### src/keyboard_led_command_sequencer_unit_defines.svh
// assertion macros for the keyboard led command sequencer
// no dependencies; included by the top level only
`ifndef KEYBOARD_LED_COMMAND_SEQUENCER_UNIT_DEFINES_SVH
`define KEYBOARD_LED_COMMAND_SEQUENCER_UNIT_DEFINES_SVH
`ifndef SYNTHESIS
`define KLCS_ASSERT_IMP(name, clk, rst, ante, cons) \
   name: assert property (@(posedge clk) disable iff (rst) (ante) |-> (cons)) \
      else $error("klcs assertion failed");
`define KLCS_ASSERT_NXT(name, clk, rst, ante, cons) \
   name: assert property (@(posedge clk) disable iff (rst) (ante) |=> (cons)) \
      else $error("klcs assertion failed");
`else
`define KLCS_ASSERT_IMP(name, clk, rst, ante, cons)
`define KLCS_ASSERT_NXT(name, clk, rst, ante, cons)
`endif
`endif

### src/klcs_pkg.sv
// shared types and constants of the keyboard led command sequencer
// no dependencies
`default_nettype none
package klcs_pkg;

   localparam logic [7:0] CMD_SET_LEDS = 8'hED;
   localparam logic [7:0] RSP_ACK      = 8'hFA;
   localparam logic [7:0] RSP_RESEND   = 8'hFE;
   localparam logic [7:0] RSP_ERR_A    = 8'hFC;
   localparam logic [7:0] RSP_ERR_B    = 8'hFD;

   localparam logic [19:0] TIMEOUT_RESET  = 20'd500000;
   localparam logic [2:0]  TRIES_RESET    = 3'd3;
   localparam logic [2:0]  ATTEMPTS_RESET = 3'd3;

   // register index, taken from paddr[3:2]
   localparam logic [1:0] REG_TIMEOUT  = 2'd0;
   localparam logic [1:0] REG_TRIES    = 2'd1;
   localparam logic [1:0] REG_ATTEMPTS = 2'd2;

   localparam logic [1:0] IN_TICK  = 2'd0;
   localparam logic [1:0] IN_BYTE  = 2'd1;
   localparam logic [1:0] IN_START = 2'd2;

   localparam int QUEUE_DEPTH = 4;
   localparam int QUEUE_PTR_W = $clog2(QUEUE_DEPTH);
   localparam int QUEUE_CNT_W = $clog2(QUEUE_DEPTH + 1);

   typedef enum logic [1:0] {
      PH_IDLE,
      PH_CMD,
      PH_MASK
   } phase_type;

   typedef enum logic [2:0] {
      EV_TICK,
      EV_START,
      EV_MOUSE,
      EV_ACK,
      EV_RESEND,
      EV_ERROR
   } ev_kind_type;

   typedef enum logic [1:0] {
      ACT_NONE,
      ACT_TX,
      ACT_MOUSE,
      ACT_FINISH
   } action_type;

   typedef struct packed {
      ev_kind_type kind;
      logic [7:0]  data;
   } event_type;

   typedef struct packed {
      logic [19:0] timeout;
      logic [2:0]  tries;
      logic [2:0]  attempts;
   } cfg_type;

   typedef struct packed {
      logic full;
      logic empty;
   } queue_status_type;

   typedef struct packed {
      phase_type  phase;
      logic [2:0] attempt;
   } back_status_type;

endpackage
`default_nettype wire

### src/keyboard_led_command_sequencer_unit.sv
// an accepted item is written into the event queue, then its result is taken into
// the result register
// throughput: one item per cycle while the queue is not full; the four-entry event
// queue lets the front end keep accepting while the result register is stalled
// reset: synchronous, active high; control registers return to their reset values
// at once, no clearing pass; the result payload and queue entries are not reset
`default_nettype none
`include "keyboard_led_command_sequencer_unit_defines.svh"
module keyboard_led_command_sequencer_unit (
   input  wire logic        clock,
   input  wire logic        reset,
   input  wire logic        req_tvalid,
   output logic             req_tready,
   input  wire logic [1:0]  req_tuser,   // kind
   input  wire logic [15:0] req_tdata,   // rx_byte[7:0], rx_aux[8], led_bits[11:9]
   output logic             rsp_tvalid,
   input  wire logic        rsp_tready,
   output logic [1:0]       rsp_tuser,   // action
   output logic [15:0]      rsp_tdata,   // data_byte[7:0], success[8], resend_count[11:9]
   input  wire logic        csr_psel,
   input  wire logic        csr_penable,
   input  wire logic        csr_pwrite,
   input  wire logic [3:0]  csr_paddr,
   input  wire logic [31:0] csr_pwdata,
   output logic [31:0]      csr_prdata,
   output logic             csr_pready
);

   logic [19:0]                   timeout_ff;
   logic [2:0]                    tries_ff;
   logic [2:0]                    attempts_ff;
   logic                          csr_write;
   klcs_pkg::cfg_type             cfg;
   klcs_pkg::event_type           front_ev;
   logic                          front_valid;
   klcs_pkg::event_type           head_ev;
   klcs_pkg::queue_status_type    q_status;
   logic                          ev_pop;
   klcs_pkg::back_status_type     back_status;

   assign csr_pready = 1'b1;
   assign csr_write  = csr_psel & csr_penable & csr_pwrite & csr_pready;

   always_ff @(posedge clock) begin
      if (reset) begin
         timeout_ff  <= klcs_pkg::TIMEOUT_RESET;
         tries_ff    <= klcs_pkg::TRIES_RESET;
         attempts_ff <= klcs_pkg::ATTEMPTS_RESET;
      end else if (csr_write) begin
         case (csr_paddr[3:2])
            klcs_pkg::REG_TIMEOUT:  timeout_ff  <= csr_pwdata[19:0];
            klcs_pkg::REG_TRIES:    tries_ff    <= csr_pwdata[2:0];
            klcs_pkg::REG_ATTEMPTS: attempts_ff <= csr_pwdata[2:0];
            default: begin
               timeout_ff <= timeout_ff;
            end
         endcase
      end
   end

   always_comb begin
      case (csr_paddr[3:2])
         klcs_pkg::REG_TIMEOUT:  csr_prdata = {12'd0, timeout_ff};
         klcs_pkg::REG_TRIES:    csr_prdata = {29'd0, tries_ff};
         klcs_pkg::REG_ATTEMPTS: csr_prdata = {29'd0, attempts_ff};
         default:                csr_prdata = 32'd0;
      endcase
   end

   assign cfg.timeout  = timeout_ff;
   assign cfg.tries    = tries_ff;
   assign cfg.attempts = attempts_ff;

   assign req_tready = ~q_status.full;

   klcs_front u_front (
      .kind       (req_tuser),
      .rx_byte    (req_tdata[7:0]),
      .rx_aux     (req_tdata[8]),
      .led_bits   (req_tdata[11:9]),
      .item_valid (req_tvalid & req_tready),
      .ev         (front_ev),
      .ev_valid   (front_valid)
   );

   klcs_queue u_queue (
      .clock   (clock),
      .reset   (reset),
      .push    (front_valid),
      .push_ev (front_ev),
      .pop     (ev_pop),
      .head_ev (head_ev),
      .status  (q_status)
   );

   klcs_back u_back (
      .clock      (clock),
      .reset      (reset),
      .cfg        (cfg),
      .ev         (head_ev),
      .ev_ready   (~q_status.empty),
      .ev_pop     (ev_pop),
      .rsp_tvalid (rsp_tvalid),
      .rsp_tready (rsp_tready),
      .rsp_tuser  (rsp_tuser),
      .rsp_tdata  (rsp_tdata),
      .status     (back_status)
   );

   // a busy sequencer always has an attempt under way
   `KLCS_ASSERT_IMP(a_busy_has_attempt, clock, reset,
      back_status.phase != klcs_pkg::PH_IDLE, back_status.attempt != 3'd0)
   // success is only ever flagged on a finish
   `KLCS_ASSERT_IMP(a_success_on_finish, clock, reset,
      rsp_tvalid && rsp_tuser != klcs_pkg::ACT_FINISH, !rsp_tdata[8])
   // a finish leaves the sequencer idle, unless more events wait in the queue
   `KLCS_ASSERT_IMP(a_finish_idle, clock, reset,
      rsp_tvalid && rsp_tuser == klcs_pkg::ACT_FINISH,
      back_status.phase == klcs_pkg::PH_IDLE || !q_status.empty)
   // the queue is never full and empty at once
   `KLCS_ASSERT_NXT(a_queue_sane, clock, reset,
      1'b1, !(q_status.full && q_status.empty))

endmodule
`default_nettype wire

### src/klcs_front.sv
// front end: classifies input items into sequencer events
// uses klcs_pkg
`default_nettype none
module klcs_front (
   input  wire logic [1:0]        kind,
   input  wire logic [7:0]        rx_byte,
   input  wire logic              rx_aux,
   input  wire logic [2:0]        led_bits,
   input  wire logic              item_valid,
   output klcs_pkg::event_type    ev,
   output logic                   ev_valid
);

   logic keep;

   always_comb begin
      keep    = 1'b0;
      ev.kind = klcs_pkg::EV_TICK;
      ev.data = 8'd0;
      case (kind)
         klcs_pkg::IN_TICK: begin
            keep = 1'b1;
         end
         klcs_pkg::IN_START: begin
            keep    = 1'b1;
            ev.kind = klcs_pkg::EV_START;
            ev.data = {5'd0, led_bits};
         end
         klcs_pkg::IN_BYTE: begin
            ev.data = rx_byte;
            if (rx_aux) begin
               keep    = 1'b1;
               ev.kind = klcs_pkg::EV_MOUSE;
            end else if (rx_byte == klcs_pkg::RSP_ACK) begin
               keep    = 1'b1;
               ev.kind = klcs_pkg::EV_ACK;
            end else if (rx_byte == klcs_pkg::RSP_RESEND) begin
               keep    = 1'b1;
               ev.kind = klcs_pkg::EV_RESEND;
            end else if (rx_byte == klcs_pkg::RSP_ERR_A || rx_byte == klcs_pkg::RSP_ERR_B) begin
               keep    = 1'b1;
               ev.kind = klcs_pkg::EV_ERROR;
            end
         end
         default: begin
            keep = 1'b0;
         end
      endcase
   end

   // other keyboard bytes and the unused kind never reach the queue
   assign ev_valid = item_valid & keep;

endmodule
`default_nettype wire

### src/klcs_queue.sv
// short event queue between front end and sequencer
// uses klcs_pkg
`default_nettype none
module klcs_queue (
   input  wire logic                   clock,
   input  wire logic                   reset,
   input  wire logic                   push,
   input  klcs_pkg::event_type         push_ev,
   input  wire logic                   pop,
   output klcs_pkg::event_type         head_ev,
   output klcs_pkg::queue_status_type  status
);

   klcs_pkg::event_type                  entry_ff [klcs_pkg::QUEUE_DEPTH];
   logic [klcs_pkg::QUEUE_PTR_W-1:0]     wr_ptr_ff, wr_ptr_in;
   logic [klcs_pkg::QUEUE_PTR_W-1:0]     rd_ptr_ff, rd_ptr_in;
   logic [klcs_pkg::QUEUE_CNT_W-1:0]     count_ff, count_in;
   logic                                 do_push;
   logic                                 do_pop;

   assign status.full  = (count_ff == klcs_pkg::QUEUE_CNT_W'(klcs_pkg::QUEUE_DEPTH));
   assign status.empty = (count_ff == '0);
   assign do_push      = push & ~status.full;
   assign do_pop       = pop & ~status.empty;
   assign head_ev      = entry_ff[rd_ptr_ff];

   always_comb begin
      wr_ptr_in = wr_ptr_ff + (do_push ? klcs_pkg::QUEUE_PTR_W'(1) : '0);
      rd_ptr_in = rd_ptr_ff + (do_pop ? klcs_pkg::QUEUE_PTR_W'(1) : '0);
      count_in  = count_ff;
      if (do_push && !do_pop) begin
         count_in = count_ff + klcs_pkg::QUEUE_CNT_W'(1);
      end else if (do_pop && !do_push) begin
         count_in = count_ff - klcs_pkg::QUEUE_CNT_W'(1);
      end
   end

   always_ff @(posedge clock) begin
      if (reset) begin
         wr_ptr_ff <= '0;
         rd_ptr_ff <= '0;
         count_ff  <= '0;
      end else begin
         wr_ptr_ff <= wr_ptr_in;
         rd_ptr_ff <= rd_ptr_in;
         count_ff  <= count_in;
      end
   end

   always_ff @(posedge clock) begin
      if (do_push) begin
         entry_ff[wr_ptr_ff] <= push_ev;
      end
   end

endmodule
`default_nettype wire

### src/klcs_back.sv
// back end: set-leds handshake sequencer with registered result stage
// uses klcs_pkg
`default_nettype none
module klcs_back (
   input  wire logic                   clock,
   input  wire logic                   reset,
   input  klcs_pkg::cfg_type           cfg,
   input  klcs_pkg::event_type         ev,
   input  wire logic                   ev_ready,
   output logic                        ev_pop,
   output logic                        rsp_tvalid,
   input  wire logic                   rsp_tready,
   output logic [1:0]                  rsp_tuser,
   output logic [15:0]                 rsp_tdata,
   output klcs_pkg::back_status_type   status
);

   klcs_pkg::phase_type phase_ff, phase_in;
   logic [2:0]          phase_try_ff, phase_try_in;
   logic [2:0]          attempt_ff, attempt_in;
   logic [19:0]         wait_ticks_ff, wait_ticks_in;
   logic [2:0]          held_mask_ff, held_mask_in;
   logic [2:0]          resends_ff, resends_in;

   logic                rsp_valid_ff, rsp_valid_in;
   klcs_pkg::action_type rsp_action_ff, rsp_action_in;
   logic [7:0]          rsp_byte_ff, rsp_byte_in;
   logic                rsp_ok_ff, rsp_ok_in;
   logic [2:0]          rsp_resends_ff, rsp_resends_in;

   logic                out_free;
   logic                busy;
   logic                emit;
   klcs_pkg::action_type act;
   logic [7:0]          act_byte;
   logic                act_ok;
   logic                fail;
   logic                start;
   logic                finish;
   logic                finish_ok;

   assign out_free = ~rsp_valid_ff | rsp_tready;
   assign ev_pop   = ev_ready & out_free;
   assign busy     = (phase_ff == klcs_pkg::PH_CMD) || (phase_ff == klcs_pkg::PH_MASK);

   always_comb begin
      phase_in      = phase_ff;
      phase_try_in  = phase_try_ff;
      attempt_in    = attempt_ff;
      wait_ticks_in = wait_ticks_ff;
      held_mask_in  = held_mask_ff;
      resends_in    = resends_ff;
      emit          = 1'b0;
      act           = klcs_pkg::ACT_NONE;
      act_byte      = 8'd0;
      act_ok        = 1'b0;
      fail          = 1'b0;
      start         = 1'b0;
      finish        = 1'b0;
      finish_ok     = 1'b0;

      if (ev_pop) begin
         case (ev.kind)
            klcs_pkg::EV_START: begin
               if (!busy) begin
                  held_mask_in = ev.data[2:0];
                  attempt_in   = 3'd1;
                  start        = 1'b1;
               end
            end
            klcs_pkg::EV_TICK: begin
               if (busy) begin
                  wait_ticks_in = wait_ticks_ff + 20'd1;
                  fail          = (wait_ticks_in >= cfg.timeout);
               end
            end
            klcs_pkg::EV_MOUSE: begin
               emit     = 1'b1;
               act      = klcs_pkg::ACT_MOUSE;
               act_byte = ev.data;
            end
            klcs_pkg::EV_ACK: begin
               if (phase_ff == klcs_pkg::PH_CMD) begin
                  phase_in      = klcs_pkg::PH_MASK;
                  phase_try_in  = 3'd1;
                  wait_ticks_in = 20'd0;
                  emit          = 1'b1;
                  act           = klcs_pkg::ACT_TX;
                  act_byte      = {5'd0, held_mask_ff};
               end else if (phase_ff == klcs_pkg::PH_MASK) begin
                  finish    = 1'b1;
                  finish_ok = 1'b1;
               end
            end
            klcs_pkg::EV_RESEND: begin
               if (busy) begin
                  if (resends_ff != 3'd7) begin
                     resends_in = resends_ff + 3'd1;
                  end
                  if (phase_try_ff < cfg.tries) begin
                     phase_try_in  = phase_try_ff + 3'd1;
                     wait_ticks_in = 20'd0;
                     emit          = 1'b1;
                     act           = klcs_pkg::ACT_TX;
                     act_byte      = (phase_ff == klcs_pkg::PH_MASK) ?
                                     {5'd0, held_mask_ff} : klcs_pkg::CMD_SET_LEDS;
                  end else begin
                     fail = 1'b1;
                  end
               end
            end
            klcs_pkg::EV_ERROR: begin
               fail = busy;
            end
            default: begin
               emit = 1'b0;
            end
         endcase
      end

      // a failed attempt restarts the command or gives up
      if (fail) begin
         if (attempt_ff >= cfg.attempts) begin
            finish = 1'b1;
         end else begin
            attempt_in = attempt_ff + 3'd1;
            start      = 1'b1;
         end
      end

      if (start) begin
         phase_in      = klcs_pkg::PH_CMD;
         phase_try_in  = 3'd1;
         wait_ticks_in = 20'd0;
         resends_in    = 3'd0;
         emit          = 1'b1;
         act           = klcs_pkg::ACT_TX;
         act_byte      = klcs_pkg::CMD_SET_LEDS;
      end

      if (finish) begin
         phase_in      = klcs_pkg::PH_IDLE;
         phase_try_in  = 3'd0;
         wait_ticks_in = 20'd0;
         emit          = 1'b1;
         act           = klcs_pkg::ACT_FINISH;
         act_byte      = 8'd0;
         act_ok        = finish_ok;
      end

      rsp_valid_in   = rsp_valid_ff;
      rsp_action_in  = rsp_action_ff;
      rsp_byte_in    = rsp_byte_ff;
      rsp_ok_in      = rsp_ok_ff;
      rsp_resends_in = rsp_resends_ff;
      if (out_free) begin
         rsp_valid_in   = emit;
         rsp_action_in  = act;
         rsp_byte_in    = act_byte;
         rsp_ok_in      = act_ok;
         rsp_resends_in = resends_in;
      end
   end

   always_ff @(posedge clock) begin
      if (reset) begin
         phase_ff      <= klcs_pkg::PH_IDLE;
         phase_try_ff  <= 3'd0;
         attempt_ff    <= 3'd0;
         wait_ticks_ff <= 20'd0;
         held_mask_ff  <= 3'd0;
         resends_ff    <= 3'd0;
         rsp_valid_ff  <= 1'b0;
      end else begin
         phase_ff      <= phase_in;
         phase_try_ff  <= phase_try_in;
         attempt_ff    <= attempt_in;
         wait_ticks_ff <= wait_ticks_in;
         held_mask_ff  <= held_mask_in;
         resends_ff    <= resends_in;
         rsp_valid_ff  <= rsp_valid_in;
      end
   end

   always_ff @(posedge clock) begin
      rsp_action_ff  <= rsp_action_in;
      rsp_byte_ff    <= rsp_byte_in;
      rsp_ok_ff      <= rsp_ok_in;
      rsp_resends_ff <= rsp_resends_in;
   end

   assign rsp_tvalid     = rsp_valid_ff;
   assign rsp_tuser      = rsp_action_ff;
   assign rsp_tdata      = {4'd0, rsp_resends_ff, rsp_ok_ff, rsp_byte_ff};
   assign status.phase   = phase_ff;
   assign status.attempt = attempt_ff;

endmodule
`default_nettype wire

### config.mk
export PLATFORM = sky130hd
export DESIGN_NAME = keyboard_led_command_sequencer_unit
export DESIGN_NICKNAME = d
export VERILOG_FILES = /design/src/klcs_pkg.sv /design/src/keyboard_led_command_sequencer_unit.sv /design/src/klcs_front.sv /design/src/klcs_queue.sv /design/src/klcs_back.sv
export VERILOG_INCLUDE_DIRS = /design/src /design/src/src
export SDC_FILE = /design/constraint.sdc
export NUM_CORES = 1
export LEC_CHECK = 0
export BUFFER_PORTS_ARGS = -buffer_cell sky130_fd_sc_hd__buf_2
export CORE_UTILIZATION = 28
export DETAILED_ROUTE_END_ITERATION = 6
export SLEW_MARGIN = 40
export SYNTH_ARGS = -nofsm -noshare
export SYNTH_HDL_FRONTEND = slang
export SYNTH_HIERARCHICAL = 1
export SYNTH_SLANG_ARGS = --single-unit
### constraint.sdc
create_clock -name clock -period 4.1 [get_ports clock]
set_clock_uncertainty 0.05 [all_clocks]
set_input_delay 0.205 -clock clock [delete_from_list [all_inputs] [get_ports clock]]
set_output_delay 0.205 -clock clock [all_outputs]
set_load 0.02 [all_outputs]
==> impl_results.md, run 1 <==
* Antenna Nets Post-Route at 0
* Rel. slew slack at 44.4%
* WL per Instance at 13.6 um
* Post-synth cell types at 70
* Vias at 5,076
* Die area at 25,400 sq um
* TritonCTS clock tree: yes
* GRT Total Usage at 12.3%
* Num CTS Buffers at 17
* Die Height at 159 um
* Worst slew pin tran at 0.828 ns
* Static Leakage at 3.50 nW
* Status: finished clean
* Clk pin slew, worst setup/hold paths at 0.06 ns
* Total grt overflow at 0
* DRT Pass-1 Iters at 4
* H-tree lvl count at 4
* CP top delay family: simple AND/OR/NAND/NOR gates
* Power Dens Cells at 431 nW/um^2
* Worst setup path class: flop to flop
* GR Layer Usage met1 at 14.4%
* Critical-path cell list: nand4_1 > or4_4 > nor2_1 > and3_1 > xor2_1 > ha_1 > and4_1 > a221oi_1 > buf_4 > inv_1 > o21ai_2 > nor3b_1 > buf_4 > a21oi_1
* Critical path depth in cells at 14
* Mapped Area at 6930 sq um
* CP max stage cell: or4_4
* GR Layer Usage met3 at 3.05%
* Top cells by area, synth: edfxtp_1, dfxtp_1, ha_1
* GR peak layer: met2
* # fillers at 2,448
* Worst path bufs/invs at 3
* Nets at 877
* Synthesis-stage register bit count at 126
* Mean post-synth cell area at 10.2 sq um
* Critical Path Most Common Cell: buf_4
* Slew Viols, Final at 0
* Synth-to-layout area growth at 21.1%
* Peak Freq at 266 MHz
* Io pins at 114
* CP Capture Type: flop
* Clk sinks at 126
* Critical path's largest stage delay at 0.58 ns
* Fin util at 34.5%
* Arrival time worst endpoint at 3.86 ns
* Post-synth ARST share at 0%
* Core area at 24,300 sq um
* Worst Hold Path Cells at 3
* Starting density of the core at 28.5%
* Largest net degree at the start of global routing at 47
* Worst Hold Class: input pin to flop
* Die width at 159 um
* PortBufs at 78
* Drt first-iter violations at 248
* Post-synth EDFFs at 58
* Crit-path max FO at 7
* Clock Path Buffers at 2
* Share of cells above drive strength 1 at 21.0%
* Vias in the first global route at 5,000
* Post-synthesis sequential area ratio at 44.8%
* YS warnings at 6
* Drt drc at 0
* Worst IR Drop VDD at 0.000211 V
* Root Driver: clkbuf_16
* Worst R2R Path Depth at 14
* Synth top area share at 25.1%
* Met2 usage at 22.3%
* Vias/cell at 4.56
* RSZ-0062 raised after global routing: no
* Total wire length at 15.1 mm
* Clock latency on the worst-skew pair at 0.42 ns
* First-pass GRT wire length at 24.9 mm
* Tmin final at 3.77 ns
* HPWL Detailed at 10.8 mm
* Diode count at 0
* Crit start category: flop
* Setup TNS Final at 0 ns
* Main synth FF type: dfxtp_1
* Fin. Hold Viols at 0
* WP data required at 4.20 ns
* Initial antenna violation count at 0
* Final period util at 91.8%
* Mapped Cells at 678
* Cell taking the most area after synthesis: edfxtp_1
* Power consumption at 3.61 mW
* Routability cong. at 0.775
* Max-Cap Viols at 0
* Setup Viol. Count Final at 0
* Row cnt at 57
path summary, 6_finish.rpt:
| path | end | slack [ns] | start |
|---|---|---|---|
| setup reg to reg | u_back/rsp_byte_ff[0] | 0.33 | u_back/wait_ticks_ff[6] |
| hold reg to reg | timeout_ff[14] | 0.43 | timeout_ff[14] |
| hold / removal | timeout_ff[8] | 0.01 | csr_pwdata[8] |
| setup / recovery | u_back/rsp_byte_ff[0] | 0.33 | u_back/wait_ticks_ff[6] |
metrics by stage:
| step | setup WS [ns] | hold slack, ns | cells | instance area [sq um] |
|---|---|---|---|---|
| detailed placement | 0.198 | 0.422 | 1069 | 7660 |
| global route | 0.0394 | 0.0166 | 1114 | 8390 |
| global placement | 0.219 | 0.417 | 1069 | 7660 |
| finish | 0.335 | 0.0125 | 1114 | 8390 |
| floorplan | 0.558 | 0.224 | 692 | 6980 |
| CTS | 0.173 | 0.000786 | 1114 | 8380 |
repair_timing:
action | 4_1_cts | 5_1_grt
setup endpoints to repair | 0 | 28
setup buffers | 0 | 0
hold endpoints to repair | 13 | 0
resized for setup | 0 | 3
hold buffers | 13 | 0
metal layers:
layer  up-vias  routed length [um]
met3        14                 614
met5         -                   0
met2       107                7730
met1      2398                6590
li1       2557                   -
met4         0                 168
report_power, final:
group          total (mW)  leakage [nW]  internal, mW  switching, mW
registers            1.46          1.13          1.41         0.0526
clock network        1.51         0.275         0.903          0.604
logic               0.642          2.10         0.263          0.379
total                3.61          3.50          2.58           1.04
registers in the layout, indices dropped and copies added (netlist names):
| name | count |
|---|---|
| u_back/rsp_tuser | 2 |
| u_back/rsp_resends_ff | 3 |
| u_back/rsp_ok_ff | 1 |
| u_back/attempt_ff | 3 |
| u_queue/entry_ff | 44 |
| u_back/rsp_byte_ff | 8 |
| u_queue/wr_ptr_ff | 2 |
| timeout_ff | 20 |
| u_back/phase_try_ff | 3 |
| u_back/phase_ff | 2 |
| u_queue/rd_ptr_ff | 2 |
| u_queue/count_ff | 3 |
| u_back/wait_ticks_ff | 20 |
| u_back/held_mask_ff | 3 |
| attempts_ff | 3 |
| tries_ff | 3 |
| u_back/resends_ff | 3 |
| u_back/rsp_tvalid | 1 |
synthesized netlist by cell type, types with 7 or more instances:
library cell   n
mux4_2        10
o21ai_0       23
nand2_1       28
dfxtp_1       68
buf_4         21
nor2b_1       12
xor2_1        14
clkbuf_1      15
inv_1         44
a21oi_1       37
mux2i_1       34
nand3b_1       7
nor3_1        18
or3_1          8
ha_1          38
nand3_1       17
xnor2_1       11
edfxtp_1      58
nor2_1        62
nand2b_1      36
and2_1        21
cells by family after synthesis:
family,count (synthesis),synth area share (%)
other cells,3,0.163
buf+inv,88,6.23
mux,46,8.76
fa+ha+maj,39,7.15
simple gates,251,20.3
compound gates,100,9.45
xor+xnor,25,3.16
flops,126,44.8
layout by cell type (no fill, tap or decap), types with 3 or more instances in the layout:
cell           count
a211o_1            4
a211oi_1           5
a21o_1             4
a21oi_1           37
a22oi_1            6
a31oi_1            3
and2_1            21
and2_2             4
and3_1             6
buf_2             78
buf_4             19
clkbuf_16         17
clkinv_4           4
clkinvlp_4         4
conb_1            17
dfxtp_1           68
dlygate4sd3_1     13
edfxtp_1          58
ha_1              38
inv_1             44
mux2i_1           34
mux4_2            10
nand2_1           28
nand2b_1          36
nand3_1           17
nand3b_1           7
nand4_1            4
nor2_1            62
nor2b_1           12
nor3_1            17
nor3b_1            4
nor3b_2            4
o21ai_0           23
or3_1              8
xnor2_1           11
xor2_1            14
layout make-up:
class / instances / area (sq um) / area share [%]
Tap cell: 324 / 405 / 4.83
Inverter: 44 / 165 / 1.97
Clock buffer: 17 / 425 / 5.07
Multi-Input combinational cell: 478 / 3460 / 41.3
Sequential cell: 126 / 3100 / 37.0
Clock inverter: 15 / 164 / 1.95
Timing Repair Buffer: 110 / 663 / 7.90
worst register-to-register path, delay by kind of cell, from the launching register on:
family	cells	cell delay, ns
DFF	1	0.43
xor gates and xnor gates	1	0.16
buffers and inverters	3	0.39
and+or+nand+nor	6	1.60
AOI/OAI and AO/OA	3	0.60
adders and majority gates	1	0.28
No activity file was read; power rests on OpenSTA's default activity.
==> run 2, diff against run 1 <==
Settings changed: CORE_ASPECT_RATIO from default to 2.
==> run 2 against run 1 <==
  * Via count is 1.2% higher
  * Die area is 0.15% higher
  * Wire length is 6.4% higher
  * Design area hardly changed
  * Clock power hardly changed
  * Register-to-register slack hardly changed
  * Sequential power hardly changed
  * Critical endpoint is now u_back/rsp_tuser[0]
  * Largest cell class unchanged
==> impl_results.md, run 2 (synthesis gave the netlist of run 1 again) <==
* Largest regs: u_queue/entry_ff: 44 flops, timeout_ff: 20 flops, u_back/wait_ticks_ff: 20 flops (unchanged)
* Total grt overflow at 0 (unchanged)
* DRT Pass-1 Iters at 4 (unchanged)
* Crit start category: flop (unchanged)
* Die Height at 224 um (was 159 um)
* Critical path's largest stage delay at 0.66 ns (was 0.58 ns)
* Worst path bufs/invs at 2 (was 3)
* GRT Total Usage at 13.1% (was 12.3%)
* Max reg flops at 44 (unchanged)
* Final period util at 92.0% (was 91.8%)
* Starting density of the core at 28.5% (about the same)
* Crit-path max FO at 6 (was 7)
* R2r setup slk at 0.33 ns (about the same)
* Synth-to-layout area growth at 21.1% (about the same)
* Clock latency on the worst-skew pair at 0.42 ns (about the same)
* Tmin final at 3.77 ns (about the same)
* Post-route cell area at 8390 sq um (about the same)
* Post-CTS setup buffers at 0 (unchanged)
* HPWL Detailed at 12.2 mm (was 10.8 mm)
* Setup Viol. Count Final at 0 (unchanged)
* Slew Viols, Final at 0 (unchanged)
* First-pass GRT wire length at 25.0 mm (was 24.9 mm)
* Fin. Hold Viols at 0 (unchanged)
* Non-Filler Instances at 1,085 (was 1,114)
* Power Dens Cells at 434 nW/um^2 (was 431 nW/um^2)
* Critical-path cell list: nand3_1 > or4_1 > nor2_1 > and3_1 > xor2_1 > ha_1 > and4_1 > a221oi_1 > inv_1 > o21ai_1 > buf_4 > nand2_1 > or2_2 (was nand4_1 > or4_4 > nor2_1 > and3_1 > xor2_1 > ha_1 > and4_1 > a221oi_1 > buf_4 > inv_1 > o21ai_2 > nor3b_1 > buf_4 > a21oi_1)
* Total wire length at 16.1 mm (was 15.1 mm)
* Share of cells above drive strength 1 at 21.1% (was 21.0%)
* PortBufs at 78 (unchanged)
* Multi-input logic area at 3450 sq um (was 3460 sq um)
* Drt first-iter violations at 206 (was 248)
* Clock Path Buffers at 2 (unchanged)
* Rel. slew slack at 47.5% (was 44.4%)
* Worst slew pin tran at 0.781 ns (was 0.828 ns)
* Status: finished clean (unchanged)
* Diode count at 0 (unchanged)
* RSZ-0062 raised after global routing: no (unchanged)
* Worst IR Drop VDD at 0.000215 V (was 0.000211 V)
* Io pins at 114 (unchanged)
* WP data required at 4.22 ns (was 4.20 ns)
* Commonest non-fill, non-tap cell in the layout: buf_2 (unchanged)
* Vias at 5,138 (was 5,076)
* Sequential cell area at 3100 sq um (unchanged)
* Vias in the first global route at 5,043 (was 5,000)
* Post-CTS Resized at 0 (unchanged)
* Largest reg by FF count: u_queue/entry_ff (unchanged)
* Max-Cap Viols at 0 (unchanged)
* Routability cong. at 0.813 (was 0.775)
* CP top delay family: simple AND/OR/NAND/NOR gates (unchanged)
* Setup ws final at 0.329 ns (was 0.335 ns)
* Worst setup path class: flop to flop (unchanged)
* Num CTS Buffers at 17 (unchanged)
* Arrival time worst endpoint at 3.89 ns (was 3.86 ns)
* Largest net degree at the start of global routing at 51 (was 47)
* WL per Instance at 14.8 um (was 13.6 um)
* Root Driver: clkbuf_16 (unchanged)
* CP Capture Type: flop (unchanged)
* Worst Hold Class: input pin to flop (unchanged)
* Post-CTS Hold Buffers at 15 (was 13)
* Core area at 24,300 sq um (about the same)
* Static Leakage at 3.54 nW (was 3.50 nW)
* Dpl cell area at 7640 sq um (was 7660 sq um)
* Die width at 113 um (was 159 um)
* CP max stage cell: or4_1 (was or4_4)
* H-tree lvl count at 4 (unchanged)
* # fillers at 2,480 (was 2,448)
* Dpl ws at 0.322 ns (was 0.198 ns)
* Clk pin slew, worst setup/hold paths at 0.06 ns (about the same)
* Nets at 882 (was 877)
* Die area at 25,400 sq um (about the same)
* Setup TNS Final at 0 ns (unchanged)
* Vias/cell at 4.74 (was 4.56)
* Worst hold slack at 0.0103 ns (was 0.0125 ns)
* Commonest cells after routing, fill and taps aside: buf_2, dfxtp_1, nor2_1 (unchanged)
* Antenna Nets Post-Route at 0 (unchanged)
* Initial antenna violation count at 0 (unchanged)
* Peak Freq at 265 MHz (was 266 MHz)
* # placed instances at 1,038 (was 1,069)
* TritonCTS clock tree: yes (unchanged)
* Row cnt at 81 (was 57)
* Drt drc at 0 (unchanged)
* Clk sinks at 126 (unchanged)
==> run 2: final timing paths <==
path,startpoint,to,cells past startpoint
setup / recovery,u_back/wait_ticks_ff[2],u_back/rsp_tuser[0],13
setup reg to reg,u_back/wait_ticks_ff[2],u_back/rsp_tuser[0],13
hold / removal,csr_pwdata[18],timeout_ff[18],3
hold reg to reg,timeout_ff[4],timeout_ff[4],2
==> run 2: final cells by class <==
| cell class | instances | share of cell area (%) |
|---|---|---|
| clock buffers | 17 | 5.07 |
| multi-input cells | 478 | 41.1 |
| repair buffers | 115 | 8.41 |
| inverters | 44 | 1.97 |
| well taps | 290 | 4.33 |
| clock inverters | 15 | 2.09 |
| flip-flops and latches | 126 | 37.0 |
==> run 2: where the power goes <==
group	internal (mW)	switching [mW]
clock	0.917	0.614
sequential	1.41	0.0501
combinational	0.265	0.384
total	2.59	1.05
==> run 2: metrics by stage <==
step | total power [mW] | util, %
global route | 3.81 | 34.5
detailed placement | 2.13 | 31.4
floorplan | 1.96 | -
finish | 3.64 | 34.5
CTS | 3.69 | 34.5
global placement | 2.13 | 31.4
==> run 2: tightest hold or removal path: stages <==
cell and delay (ns):
buf_2 0.09, nor2_1 0.04, mux2i_1 0.11
==> run 2: layer usage <==
metal,GRT usage (%),part of all wire [%]
met5,0,0
met2,27.1,60
met1,11.0,34
met4,7.43,3.7
met3,2.59,2.6
==> run 3, diff against run 2 <==
Settings changed: CORE_ASPECT_RATIO 2 to 0.9, HOLD_SLACK_MARGIN from default to 0.03.
==> run 3 against run 2 <==
  * Power increased by 0.51%
  * Via count decreased by 2.0%
  * Combinational power decreased by 0.9%
  * Die area decreased by 0.15%
  * Critical path depth unchanged
  * Wire length decreased by 7.1%
  * Design area increased by 0.91%
==> impl_results.md, run 3 (synthesis gave the netlist of run 1 again) <==
* Root Driver: clkbuf_16 (unchanged)
* Internal at 2.56 mW (was 2.59 mW)
* Slew Viols, Final at 0 (unchanged)
* Clock latency on the worst-skew pair at 0.42 ns (about the same)
* PortBufs at 78 (unchanged)
* Drt first-iter violations at 185 (was 206)
* Clk sinks at 126 (unchanged)
* RSZ-0062 raised after global routing: no (unchanged)
* Commonest non-fill, non-tap cell in the layout: buf_2 (unchanged)
* Die Height at 151 um (was 224 um)
* Routability cong. at 0.803 (was 0.813)
* Setup ws final at 0.364 ns (was 0.329 ns)
* Arrival time worst endpoint at 3.86 ns (was 3.89 ns)
* Core area at 24,300 sq um (about the same)
* Setup TNS Final at 0 ns (unchanged)
* First-pass GRT wire length at 24.4 mm (was 25.0 mm)
* Drt drc at 0 (unchanged)
* Crit-path max FO at 7 (was 6)
* P_sw at 1.10 mW (was 1.05 mW)
* Largest net degree at the start of global routing at 50 (was 51)
* H-tree lvl count at 4 (unchanged)
* Fin. Hold Viols at 0 (unchanged)
* Static Leakage at 3.57 nW (was 3.54 nW)
* Final period util at 91.1% (was 92.0%)
* Post-route cell area at 8470 sq um (was 8390 sq um)
* Clock Path Buffers at 2 (unchanged)
* Sequential Power Share at 40.2% (was 40.1%)
* Max-Cap Viols at 0 (unchanged)
* Sw Ratio at 30.1% (was 28.8%)
* Tmin final at 3.74 ns (was 3.77 ns)
* Max reg flops at 44 (unchanged)
* Worst setup path class: flop to flop (unchanged)
* Status: finished clean (unchanged)
* Power consumption at 3.66 mW (was 3.64 mW)
* Io pins at 114 (unchanged)
* Die area at 25,400 sq um (about the same)
* Diode count at 0 (unchanged)
* Worst slew pin tran at 0.729 ns (was 0.781 ns)
* DRT Pass-1 Iters at 4 (unchanged)
* Commonest cells after routing, fill and taps aside: buf_2, dfxtp_1, nor2_1 (unchanged)
* Dpl ws at 0.276 ns (was 0.322 ns)
* Worst Hold Class: input pin to flop (unchanged)
* Clk pwr share at 42.2% (was 42.1%)
* GRT Total Usage at 12.3% (was 13.1%)
* Vias in the first global route at 4,969 (was 5,043)
* Starting density of the core at 28.6% (was 28.5%)
* Setup Viol. Count Final at 0 (unchanged)
* Nets at 885 (was 882)
* Num CTS Buffers at 17 (unchanged)
* WP data required at 4.22 ns (about the same)
* Logic pwr share at 17.6% (was 17.8%)
* Fin util at 34.9% (was 34.5%)
* Initial antenna violation count at 0 (unchanged)
* Total wire length at 14.9 mm (was 16.1 mm)
* Non-Filler Instances at 1,106 (was 1,085)
* Largest regs: u_queue/entry_ff: 44 flops, timeout_ff: 20 flops, u_back/wait_ticks_ff: 20 flops (unchanged)
* Vias/cell at 4.55 (was 4.74)
* Worst IR Drop VDD at 0.000256 V (was 0.000215 V)
* Largest reg by FF count: u_queue/entry_ff (unchanged)
* Antenna Nets Post-Route at 0 (unchanged)
* Row cnt at 54 (was 81)
* Critical-path cell list: nand4_1 > or4_1 > nor2_1 > and3_1 > xor2_1 > ha_1 > and4_1 > a221oi_2 > inv_1 > o21ai_1 > nor3b_1 > buf_4 > a21oi_1 (was nand3_1 > or4_1 > nor2_1 > and3_1 > xor2_1 > ha_1 > and4_1 > a221oi_1 > inv_1 > o21ai_1 > buf_4 > nand2_1 > or2_2)
* Die width at 168 um (was 113 um)
* HPWL Detailed at 10.8 mm (was 12.2 mm)
* Peak Freq at 268 MHz (was 265 MHz)
* Share of cells above drive strength 1 at 21.3% (was 21.1%)
* Rel. slew slack at 51.4% (was 47.5%)
* Synth-to-layout area growth at 22.2% (was 21.1%)
* CP max stage cell: or4_1 (unchanged)
* Worst hold slack at 0.0464 ns (was 0.0103 ns)
* Vias at 5,035 (was 5,138)
* Total grt overflow at 0 (unchanged)
* WL per Instance at 13.5 um (was 14.8 um)
* CP Capture Type: flop (unchanged)
* Crit start category: flop (unchanged)
* Clk pin slew, worst setup/hold paths at 0.07 ns (was 0.06 ns)
* Power Dens Cells at 432 nW/um^2 (was 434 nW/um^2)
* TritonCTS clock tree: yes (unchanged)
* Critical path's largest stage delay at 0.65 ns (was 0.66 ns)
* # placed instances at 1,056 (was 1,038)
* Dpl cell area at 7670 sq um (was 7640 sq um)
==> run 3: changes by cell type in the layout (fill, tap and decap cells not counted), sizes merged <==
cell / previous run / this run
bufinv: 2 / 1
inv: 52 / 54
dlygate4sd3: 15 / 18
clkinvlp: 1 / 0
==> run 3: worst paths after layout <==
kind	start	end	slack, ns	depth (start not counted)
max	u_back/wait_ticks_ff[6]	u_back/rsp_byte_ff[0]	0.36	13
min	csr_pwdata[8]	timeout_ff[8]	0.05	3
max reg2reg	u_back/wait_ticks_ff[6]	u_back/rsp_byte_ff[0]	0.36	13
min reg2reg	timeout_ff[14]	timeout_ff[14]	0.43	2
==> run 3: final cells by class <==
cell class / instances / area [sq um]
Sequential cell: 126 / 3100
Multi-Input combinational cell: 478 / 3460
Tap cell: 308 / 385
Fill cell: 2451 / 15800
Clock inverter: 15 / 188
Inverter: 44 / 165
Timing Repair Buffer: 118 / 736
Clock buffer: 17 / 425
==> run 3: power groups by stage <==
stage               clock, mW  sequential (mW)  combinational, mW
CTS                      1.59             1.48              0.650
global route             1.64             1.49              0.714
global placement            0             1.51              0.620
detailed placement          0             1.51              0.634
floorplan                   0             1.53              0.437
finish                   1.54             1.47              0.643
==> run 3: worst max-delay path, delay by kind of cell (launching register included) <==
family,cells,cell delay (ns)
AO/OA/AOI/OAI,3,0.64
XOR/XNOR,1,0.16
adder cells (fa/ha/maj),1,0.28
buffers and inverters,2,0.23
flip-flops,1,0.43
AND/OR/NAND/NOR,6,1.69
==> run 3: what timing repair did <==
item                       CTS  global route
hold endpoints to repair    18             0
setup endpoints to repair    0             2
buffers inserted             0             0
gates resized for setup      0             1
hold buffers                18             0
==> run 3: per-layer routing <==
metal / GRT usage [%] / up-vias / wire (um) / share of wire, %
met5: 0 / - / 0 / 0
met4: 3.49 / 0 / 160 / 1.1
met3: 3.03 / 15 / 479 / 3.2
met2: 22.1 / 91 / 7380 / 49
met1: 14.4 / 2359 / 6910 / 46
li1: - / 2570 / - / -
